==> config.mk <==
export PLATFORM = sky130hd
export DESIGN_NAME = alnum_code_poly_hash_top
export DESIGN_NICKNAME = d
export VERILOG_FILES = /design/src/hw/rtl/acph_pkg.sv /design/src/hw/rtl/alnum_code_poly_hash_top.sv
export SDC_FILE = /design/constraint.sdc
export NUM_CORES = 1
export LEC_CHECK = 0
export BUFFER_PORTS_ARGS = -buffer_cell sky130_fd_sc_hd__buf_4
export CAP_MARGIN = 20
export CORE_ASPECT_RATIO = 1.25
export CORE_MARGIN = 5
export CORE_UTILIZATION = 35
export DETAILED_ROUTE_END_ITERATION = 12
export GPL_TIMING_DRIVEN = 0
export HOLD_SLACK_MARGIN = 0.02
export PLACE_DENSITY = 0.47
export SETUP_SLACK_MARGIN = 0.15
export SLEW_MARGIN = 5
export SYNTH_ARGS = -nofsm -noshare
export SYNTH_HDL_FRONTEND = slang
export SYNTH_SLANG_ARGS = --single-unit
==> constraint.sdc <==
create_clock -name clk -period 19.23 [get_ports clk]
set_input_delay 2.8845 -clock clk [delete_from_list [all_inputs] [get_ports clk]]
set_output_delay 2.8845 -clock clk [all_outputs]
set_load 0.05 [all_outputs]
==> src/hw/rtl/acph_pkg.sv <==
package acph_pkg;

  localparam int CHAR_W    = 8;
  localparam int HASH_W    = 16;
  localparam int CFG_W     = 16;
  localparam int CFG_IDX_W = 1;
  localparam int VAL_W     = 6;
  localparam int PROD_W    = 2 * HASH_W;
  localparam int DIV_STEPS = PROD_W;
  localparam int CNT_W     = $clog2(DIV_STEPS);
  localparam int PC_W      = 2;

  // Character set bounds and the gap left in the value range
  localparam logic [CHAR_W-1:0] CHAR_DIGIT_LO = 8'd48;
  localparam logic [CHAR_W-1:0] CHAR_DIGIT_HI = 8'd57;
  localparam logic [CHAR_W-1:0] CHAR_ALPHA_LO = 8'd65;
  localparam logic [CHAR_W-1:0] CHAR_ALPHA_HI = 8'd90;
  localparam logic [VAL_W-1:0]  ALPHA_OFFSET  = 6'd11;

  // Register indexes and reset values
  localparam logic [CFG_IDX_W-1:0] REG_MODULUS = 1'd0;
  localparam logic [CFG_IDX_W-1:0] REG_BASE    = 1'd1;
  localparam logic [CFG_W-1:0]     MODULUS_RST = 16'd101;
  localparam logic [CFG_W-1:0]     BASE_RST    = 16'd37;

  typedef struct packed {
    logic [CHAR_W-1:0] char_code;
    logic              last_char;
  } in_t;

  typedef struct packed {
    logic [HASH_W-1:0] hash_value;
    logic              bad_char;
  } out_t;

  // Sequencer jump conditions
  typedef enum logic [1:0] {
    COND_NEVER    = 2'd0,
    COND_NO_XFER  = 2'd1,
    COND_NOT_DONE = 2'd2,
    COND_OUT_BUSY = 2'd3
  } cond_t;

  typedef struct packed {
    logic            in_rdy;
    logic            mul_load;
    logic            div_step;
    logic            wb;
    cond_t           cond;
    logic [PC_W-1:0] target;
  } uword_t;

  localparam logic [PC_W-1:0] STEP_TAKE = 2'd0;
  localparam logic [PC_W-1:0] STEP_MUL  = 2'd1;
  localparam logic [PC_W-1:0] STEP_DIV  = 2'd2;
  localparam logic [PC_W-1:0] STEP_WB   = 2'd3;

  // Control store; a step that does not jump falls through to the next,
  // and the writeback step wraps round to the take step.
  function automatic uword_t ucode(input logic [PC_W-1:0] pc);
    uword_t w;
    w = '0;
    unique case (pc)
      STEP_TAKE: begin
        w.in_rdy = 1'b1;
        w.cond   = COND_NO_XFER;
        w.target = STEP_TAKE;
      end
      STEP_MUL: begin
        w.mul_load = 1'b1;
        w.cond     = COND_NEVER;
        w.target   = STEP_MUL;
      end
      STEP_DIV: begin
        w.div_step = 1'b1;
        w.cond     = COND_NOT_DONE;
        w.target   = STEP_DIV;
      end
      STEP_WB: begin
        w.wb     = 1'b1;
        w.cond   = COND_OUT_BUSY;
        w.target = STEP_WB;
      end
      default: w = '0;
    endcase
    return w;
  endfunction

endpackage

==> src/hw/rtl/alnum_code_poly_hash_top.sv <==
// Polynomial hash of an alphanumeric code string, one character per input
// transfer with last_char on the final one. Each character passes through
// a take step, a step that forms the two products, the steps of a pair of
// bit-serial restoring remainder units (one per 32-bit product, run side by
// side) and a writeback step. The result of a string is loaded into the output
// register at the writeback of its last character, while the block goes on
// to take the next character; that writeback waits only if the previous
// result has not yet been taken. A modulus of 0 acts as 1.
module alnum_code_poly_hash_top import acph_pkg::*; (
  input  logic                 clk,
  input  logic                 rst,
  input  logic                 in_valid,
  output logic                 in_ready,
  input  in_t                  in_item,
  output logic                 out_valid,
  input  logic                 out_ready,
  output out_t                 out_item,
  input  logic                 cfg_we,
  input  logic [CFG_IDX_W-1:0] cfg_index,
  input  logic [CFG_W-1:0]     cfg_data
);

  logic [PC_W-1:0]   pc;
  logic [PC_W-1:0]   pc_next;
  uword_t            uw;

  logic [CFG_W-1:0]  modulus;
  logic [CFG_W-1:0]  base;
  logic [HASH_W-1:0] m;

  logic [HASH_W-1:0] sum;
  logic [HASH_W-1:0] bp;
  logic              err;

  logic [VAL_W-1:0]  val_q;
  logic              legal_q;
  logic              last_q;

  logic [PROD_W-1:0] div_a;
  logic [PROD_W-1:0] div_b;
  logic [HASH_W-1:0] rem_a;
  logic [HASH_W-1:0] rem_b;
  logic [CNT_W-1:0]  cnt;

  logic              in_xfer;
  logic              out_busy;
  logic              wb_fire;
  logic              jump;
  logic              err_next;
  logic [VAL_W-1:0]  val_in;
  logic              legal_in;
  logic [HASH_W:0]   t_a;
  logic [HASH_W:0]   t_b;
  logic [HASH_W-1:0] rem_a_next;
  logic [HASH_W-1:0] rem_b_next;

  assign uw       = ucode(pc);
  assign in_ready = uw.in_rdy;
  assign in_xfer  = in_valid && in_ready;
  assign m        = (modulus == '0) ? HASH_W'(1) : modulus;
  assign out_busy = last_q && out_valid && !out_ready;
  assign wb_fire  = uw.wb && !out_busy;
  assign err_next = err || !legal_q;

  always_comb begin
    val_in   = '0;
    legal_in = 1'b0;
    if (in_item.char_code >= CHAR_DIGIT_LO && in_item.char_code <= CHAR_DIGIT_HI) begin
      val_in   = VAL_W'(in_item.char_code - CHAR_DIGIT_LO);
      legal_in = 1'b1;
    end else if (in_item.char_code >= CHAR_ALPHA_LO &&
                 in_item.char_code <= CHAR_ALPHA_HI) begin
      val_in   = VAL_W'(in_item.char_code - CHAR_ALPHA_LO) + ALPHA_OFFSET;
      legal_in = 1'b1;
    end
  end

  always_comb begin
    unique case (uw.cond)
      COND_NEVER:    jump = 1'b0;
      COND_NO_XFER:  jump = !in_valid;
      COND_NOT_DONE: jump = (cnt != CNT_W'(DIV_STEPS - 1));
      COND_OUT_BUSY: jump = out_busy;
      default:       jump = 1'b0;
    endcase
    pc_next = jump ? uw.target : pc + PC_W'(1);
  end

  // One restoring step per lane: remainder stays below m, so one subtract
  always_comb begin
    t_a = {rem_a, div_a[PROD_W-1]};
    t_b = {rem_b, div_b[PROD_W-1]};
    rem_a_next = (t_a >= {1'b0, m}) ? HASH_W'(t_a - {1'b0, m}) : t_a[HASH_W-1:0];
    rem_b_next = (t_b >= {1'b0, m}) ? HASH_W'(t_b - {1'b0, m}) : t_b[HASH_W-1:0];
  end

  always_ff @(posedge clk) begin
    if (rst) begin
      pc <= STEP_TAKE;
    end else begin
      pc <= pc_next;
    end
  end

  always_ff @(posedge clk) begin
    if (rst) begin
      modulus <= MODULUS_RST;
      base    <= BASE_RST;
    end else if (cfg_we) begin
      unique case (cfg_index)
        REG_MODULUS: modulus <= cfg_data;
        REG_BASE:    base    <= cfg_data;
        default:     ;
      endcase
    end
  end

  // Take: decode the character; an illegal one adds nothing
  always_ff @(posedge clk) begin
    if (in_xfer) begin
      val_q   <= legal_in ? val_in : '0;
      legal_q <= legal_in;
      last_q  <= in_item.last_char;
    end
  end

  always_ff @(posedge clk) begin
    if (uw.mul_load) begin
      div_a <= PROD_W'(sum) + PROD_W'(PROD_W'(val_q) * PROD_W'(bp));
      div_b <= PROD_W'(bp) * PROD_W'(base);
      rem_a <= '0;
      rem_b <= '0;
      cnt   <= '0;
    end else if (uw.div_step) begin
      div_a <= div_a << 1;
      div_b <= div_b << 1;
      rem_a <= rem_a_next;
      rem_b <= rem_b_next;
      cnt   <= cnt + CNT_W'(1);
    end
  end

  always_ff @(posedge clk) begin
    if (rst) begin
      sum <= '0;
      bp  <= HASH_W'(1);
      err <= 1'b0;
    end else if (wb_fire) begin
      if (last_q) begin
        sum <= '0;
        bp  <= (m == HASH_W'(1)) ? '0 : HASH_W'(1);
        err <= 1'b0;
      end else begin
        sum <= rem_a;
        bp  <= rem_b;
        err <= err_next;
      end
    end
  end

  always_ff @(posedge clk) begin
    if (rst) begin
      out_valid <= 1'b0;
    end else if (wb_fire && last_q) begin
      out_valid <= 1'b1;
    end else if (out_ready) begin
      out_valid <= 1'b0;
    end
  end

  always_ff @(posedge clk) begin
    if (wb_fire && last_q) begin
      out_item.hash_value <= err_next ? '0 : rem_a;
      out_item.bad_char   <= err_next;
    end
  end

endmodule

==> results_dict.tcl, run 1 <==
set metrics [dict create \
    status "completed" \
    muxShareOfSynthArea 0.0315 \
    ys_types 70 \
    synthSimpleGateAreaFrac 0.170 \
    num_io_pins 50 \
    clk-insertion-delay-late_ns 0.50 \
    grt_pass1_vias 17229 \
    min_path_type "reg -> reg" \
    regArea_sq_mm 0.00477 \
    fin_hold_ws_ns 0.479 \
    rsz0062_at_grt "no" \
    num-fill-cells 6139 \
    cts_sinks 194 \
    dieHeight_um 286 \
    cts_root_buffer "clkbuf_16" \
    finalCriticalPeriod_ns 7.49 \
    netlist_area_sq_mm 0.0213 \
    crit_path_end_kind "flip-flop" \
    viasPerCell 5.10 \
    critPathLaunch "bp[10]" \
    first_pass_iters 5 \
    track_usage 0.191 \
    drtAntennaViolNets 0 \
    antenna_found_initial 1 \
    multi_input_area_sq_mm 0.0149 \
    finalNetCount 2870 \
    synth_top_area_frac 0.250 \
    syn_avg_cell_area_sq_um 9.21 \
    yosys.area.top_type "fa_1" \
    top_regs "div_a: 32 flops, div_b: 32 flops, out_item: 17 flops" \
    ir_drop_uv 94.4 \
    fmax_mhz 133 \
    relSlewSlack 0.294 \
    crit_type "reg -> reg" \
    synthCells 2308 \
    synth_warnings 0 \
    pre_cts_slack_ns 11.67 \
    crit_chain "clkbuf_1 -> nand2_1 -> fa_1 -> fa_1 -> fa_1 -> inv_1 -> fa_1 -> fa_1 -> inv_1 -> fa_1 -> inv_1 -> ha_1 -> nand2_1 -> nor4_1 -> a211oi_1 -> a211o_2 -> a21oi_1 -> a41oi_1 -> xnor2_1 -> mux2_2" \
    drt_wl_total_mm 61.3 \
    r2r_slack_ns 11.74 \
    endpoint "div_b[26]" \
    diodes 0 \
    synth-xor-area-share 0.0251 \
    r2r_end "div_b[26]" \
    cts_resized 0 \
    power.leakage_nw 10.7 \
    synth_top_family_by_area "adder cells" \
    synth_edf_count 89 \
    synth-async-reset-ratio 0 \
    post-cts-setup-buffers 0 \
    drt_iter0_markers 947 \
    worst_pin_slew_ns 1.06 \
    grt_max_degree 35 \
    slew_violations 0 \
    cts_buffer_depth 2 \
    drc_errors 0 \
    numPortBuffers 47 \
    cts_htree_levels 4 \
    setup_slack_ns 11.74 \
    numCtsBuffers 17 \
    ys_ff_latch 194 \
    cp_max_fo 10 \
    clk_pin_slew_ns 0.08 \
    dpl.cell_count 3130 \
    finalClockSkew_ns 0.0187 \
    final-hold-violation-count 0 \
    final_common_cell "nand2_1" \
    yosys.area_share.adder 0.365 \
    grt.overflow.total 0 \
    ys_seq_area_frac 0.225 \
    die-area_sq_mm 0.0658 \
    final_cell_mix "nand2_1, inv_1, fa_1, ha_1, and2_1" \
    power_density_mw_per_mm2 91.4 \
    grt_pass1_wl_mm 97.6 \
    critPathSlowestCell "a211oi_1" \
    min_from "modulus[0]" \
    layoutNonFillerInstCount 3163 \
    synth_nets 2800 \
    wl_per_cell_um 19.4 \
    ys.flop_type "dfxtp_1" \
    dp_hpwl_mm 50.6 \
    setup-tns-final_ns 0 \
    setup_violations 0 \
    cts_hold_buf 0 \
    synth_compound_area_frac 0.106 \
    crit_required_ns 19.46 \
    drive_gt1_frac 0.0594 \
    synth.area.top_cells "fa_1, edfxtp_1, ha_1" \
    fin_crit_sh 0.390 \
    vias 16117 \
    max_cap_violations 0 \
    fp-row-count 101 \
    start_util 0.351 \
    r2r-start "bp[10]" \
    startpoint_type "flip-flop" \
    cts_tree "yes" \
    place.gp.congestion 0.883 \
    syn_to_final_growth_pct 9.62 \
    reg2regPathDepth 20 \
    die-width_um 230 \
    critPathMostFrequentCell "fa_1" \
    coreArea_sq_mm 0.0605 \
    cp.arrival_ns 7.73 \
    slowest_delay_ns 0.78 \
]
[cell type report]
cell class	instances	share of cell area
clock buffer	17	0.0183
sequential	194	0.205
buffer	107	0.0181
timing repair buffer	51	0.0179
tap	772	0.0414
multi-input combinational	1679	0.637
clock inverter	15	0.00939
inverter	328	0.0528
[routing by layer]
| metal | part of all wire | wire length, um | GRT usage | vias up |
|---|---|---|---|---|
| li1 | - | - | - | 7693 |
| met1 | 0.43 | 26100 | 0.236 | 8031 |
| met2 | 0.49 | 30300 | 0.333 | 289 |
| met3 | 0.032 | 1980 | 0.0231 | 104 |
| met4 | 0.047 | 2890 | 0.0888 | 0 |
| met5 | 0 | 0 | 0 | - |
[worst max-delay path: cells and delay by family, from the launching register on]
kind | cells | cell delay, ns
AO/OA/AOI/OAI | 4 | 1.53
XOR/XNOR | 1 | 0.09
adder cells (fa/ha/maj) | 7 | 3.44
buffers and inverters | 4 | 0.78
flip-flops | 1 | 0.68
multiplexers | 1 | 0.26
AND/OR/NAND/NOR | 3 | 0.48
[power by group]
part | leakage [nW] | switching (W) | internal [W] | total (W)
Sequential | 1.72 | 0.0000979 | 0.000605 | 0.000703
Combinational | 8.68 | 0.000623 | 0.000409 | 0.00103
Clock | 0.303 | 0.000196 | 0.000200 | 0.000396
[metrics by stage]
step	utilization	total power (W)	instance area (sq um)
floorplan	-	0.00141	21300
global placement	0.373	0.00173	22600
detailed placement	0.374	0.00175	22600
CTS	0.385	0.00216	23300
global route	0.385	0.00228	23300
finish	0.385	0.00213	23300
[cell usage after synthesis (11+ instances only)]
cell type	count
nor4_1	11
fa_1	266
a211oi_1	34
dfxtp_1	105
o21ai_0	46
xor2_1	16
o21bai_1	11
a21o_1	37
a21oi_1	77
and2_1	155
nand2b_1	13
nor3_1	30
edfxtp_1	89
and3_1	12
mux2_2	39
mux2i_1	23
clkbuf_1	97
xnor2_1	45
nand2_1	333
ha_1	195
inv_1	328
nand3_1	27
o21a_1	14
nor2_1	122
nor2b_1	26
a22oi_1	33
[cells by family (layout without fill, tap and decap cells)]
kind of cell	count (synthesis)	after routing
fa+ha+maj	461	461
flops	194	194
mux	62	62
xor+xnor	61	61
buf+inv	435	518
compound gates	329	329
simple gates	766	766
[worst min-delay path by stage]
stage            endpoint  slack [ns]  cells after the start
6_report       modulus[0]        0.48                      2
5_1_grt        modulus[0]        0.51                      2
4_1_cts        modulus[0]        0.49                      2
3_5_place_dp   modulus[0]        0.46                      2
3_3_place_gp   modulus[0]        0.46                      2
2_1_floorplan  modulus[0]        0.43                      2
Note: power is estimated with default switching activity, not from simulation.
==> run 2: changes to the inputs <==
PLACE_DENSITY = 0.48   (was 0.47)
clock period = 6.8 ns   (was 19.23 ns; I/O delays follow)
==> run 2 against run 1 <==
Net effect: clock skew decreased by 0.00081 ns; sequential share of layout area decreased by 0.087 points; critical path depth grew 1; routed wire length up 0.26%; via count fell by 0.40%; die area unchanged; power rose to 2.8 times the previous value; core utilization increased by 0.39 points; largest cell class unchanged.
==> results_dict.tcl, run 2 (same netlist as run 1, synthesis figures left out) <==
set metrics [dict create \
    final-hold-violation-count 0 \
    cts_hold_buf 0 \
    finalNetCount 2873 \
    setup_violations 0 \
    cp.arrival_ns 6.69 \
    drt_iter0_markers 750 \
    critPathMostFrequentCell "fa_1" \
    antenna_found_initial 0 \
    critPathSlowestCell "fa_1" \
    finalPower_w 0.00600 \
    cts_tree "yes" \
    drt_wl_total_mm 61.5 \
    clk-insertion-delay-late_ns 0.50 \
    die-width_um 230 \
    critPathLaunch "base[6]" \
    worst_pin_slew_ns 1.15 \
    power_density_mw_per_mm2 255 \
    setup-tns-final_ns 0 \
    startpoint_type "flip-flop" \
    grt.overflow.total 0 \
    max_cap_violations 0 \
    wl_per_cell_um 19.4 \
    min_path_type "reg -> reg" \
    top_regs "div_a: 32 flops, div_b: 32 flops, out_item: 17 flops" \
    dieHeight_um 286 \
    layoutNonFillerInstCount 3166 \
    drtAntennaViolNets 0 \
    fin_crit_sh 0.947 \
    finalCriticalPeriod_ns 6.44 \
    power.leakage_nw 10.9 \
    crit_path_end_kind "flip-flop" \
    slowest_delay_ns 0.54 \
    crit_required_ns 7.05 \
    num_io_pins 50 \
    vias 16052 \
    first_pass_iters 5 \
    dpl.cell_count 3131 \
    syn_to_final_growth_pct 10.7 \
    relSlewSlack 0.234 \
    place.gp.congestion 0.888 \
    comb_power_share 0.489 \
    numPortBuffers 47 \
    crit_chain "clkbuf_4 -> and2_1 -> fa_1 -> inv_1 -> fa_1 -> fa_1 -> inv_1 -> fa_1 -> fa_1 -> inv_1 -> fa_1 -> inv_1 -> ha_1 -> nand2_4 -> nor4_4 -> a211oi_4 -> a211o_4 -> a21oi_4 -> a41oi_1 -> xnor2_1 -> mux2_2" \
    cts_htree_levels 4 \
    dp_hpwl_mm 50.7 \
    p_sw_w 0.00260 \
    crit_type "reg -> reg" \
    grt_pass1_vias 17112 \
    start_util 0.351 \
    grt_max_degree 35 \
    ir_drop_uv 249 \
    numCtsBuffers 17 \
    viasPerCell 5.07 \
    drc_errors 0 \
    rsz0062_at_grt "yes" \
    min_from "modulus[0]" \
    final_cell_mix "nand2_1, inv_1, fa_1, ha_1, and2_1" \
    finalClockSkew_ns 0.0179 \
    fp-row-count 101 \
    coreArea_sq_mm 0.0605 \
    slew_violations 0 \
    p_sw_frac 0.433 \
    track_usage 0.191 \
    cp_max_fo 10 \
    cts_root_buffer "clkbuf_16" \
    grt_pass1_wl_mm 97.4 \
    die-area_sq_mm 0.0658 \
    seqPwrFrac 0.331 \
    cts_buffer_depth 2 \
    drive_gt1_frac 0.0898 \
    r2r-start "base[6]" \
    status "completed" \
    crit_buf_inv 5 \
    clk_pin_slew_ns 0.09 \
    intPower_w 0.00340 \
    diodes 0 \
    fmax_mhz 155 \
    final_common_cell "nand2_1" \
    crit_family "adder cells" \
    power.share.clock 0.180 \
    cts_sinks 194 \
]
[run 2: changes by cell type in the layout (fill, tap and decap cells not counted), sizes merged]
cell      previous run  this run
inv                332       335
clkbuf             114       102
clkinvlp             2         0
bufinv               2         1
buf                 61        77
clkinv               7         6
[run 2: worst register-to-register path, delay by kind of cell (launching register included)]
kind / cells / cell delay, ns
compound gates: 4 / 0.91
xor+xnor: 1 / 0.16
fa+ha+maj: 7 / 3.44
buf+inv: 5 / 0.41
flops: 1 / 0.39
mux: 1 / 0.26
simple gates: 3 / 0.61
[run 2: cell type report]
cell class                 count  area, sq um
buffer                       107          561
clock buffer                  18          429
clock inverter                14          165
fill                        6113        37000
inverter                     328         1230
multi-input combinational   1679        14900
sequential                   194         4800
tap                          772          966
timing repair buffer          54          440
[run 2: path summary, 6_finish.rpt]
check / slack [ns] / cells past startpoint / end
hold reg to reg: 0.49 / 2 / modulus[0]
hold / removal: 0.49 / 2 / modulus[0]
setup reg to reg: 0.36 / 21 / div_b[26]
setup / recovery: 0.36 / 21 / div_b[26]
[run 2: layer usage]
layer / vias to the layer above / global-route usage / share of wire
li1: 7700 / - / -
met1: 7956 / 0.234 / 0.42
met2: 293 / 0.333 / 0.49
met3: 103 / 0.0226 / 0.030
met4: 0 / 0.0961 / 0.052
met5: - / 0 / 0
[run 2: power by group through the flow]
stage	combinational (W)	sequential (W)	clock, W
detailed placement	0.00293	0.00202	0
finish	0.00293	0.00199	0.00108
CTS	0.00295	0.00200	0.00112
global placement	0.00285	0.00205	0
floorplan	0.00209	0.00190	0
global route	0.00324	0.00203	0.00115
[run 2: metrics by stage]
stage | hold WS [ns] | area (sq um) | utilization | setup slack (ns)
final | 0.489 | 23500 | 0.389 | 0.358
after floorplan | 0.429 | 21300 | - | 0.558
after CTS | 0.487 | 23400 | 0.386 | 0.144
after global routing | 0.516 | 23500 | 0.389 | 0.110
after global placement | 0.465 | 22600 | 0.373 | -0.709
after detailed placement | 0.464 | 22700 | 0.374 | -0.754
[run 2: what timing repair did]
action | 4_1_cts | 5_1_grt
buffers inserted | 0 | 3
pin swaps | 2 | 6
resized for setup | 68 | 78
setup endpoints to repair | 16 | 11
hold endpoints to repair | 0 | 0
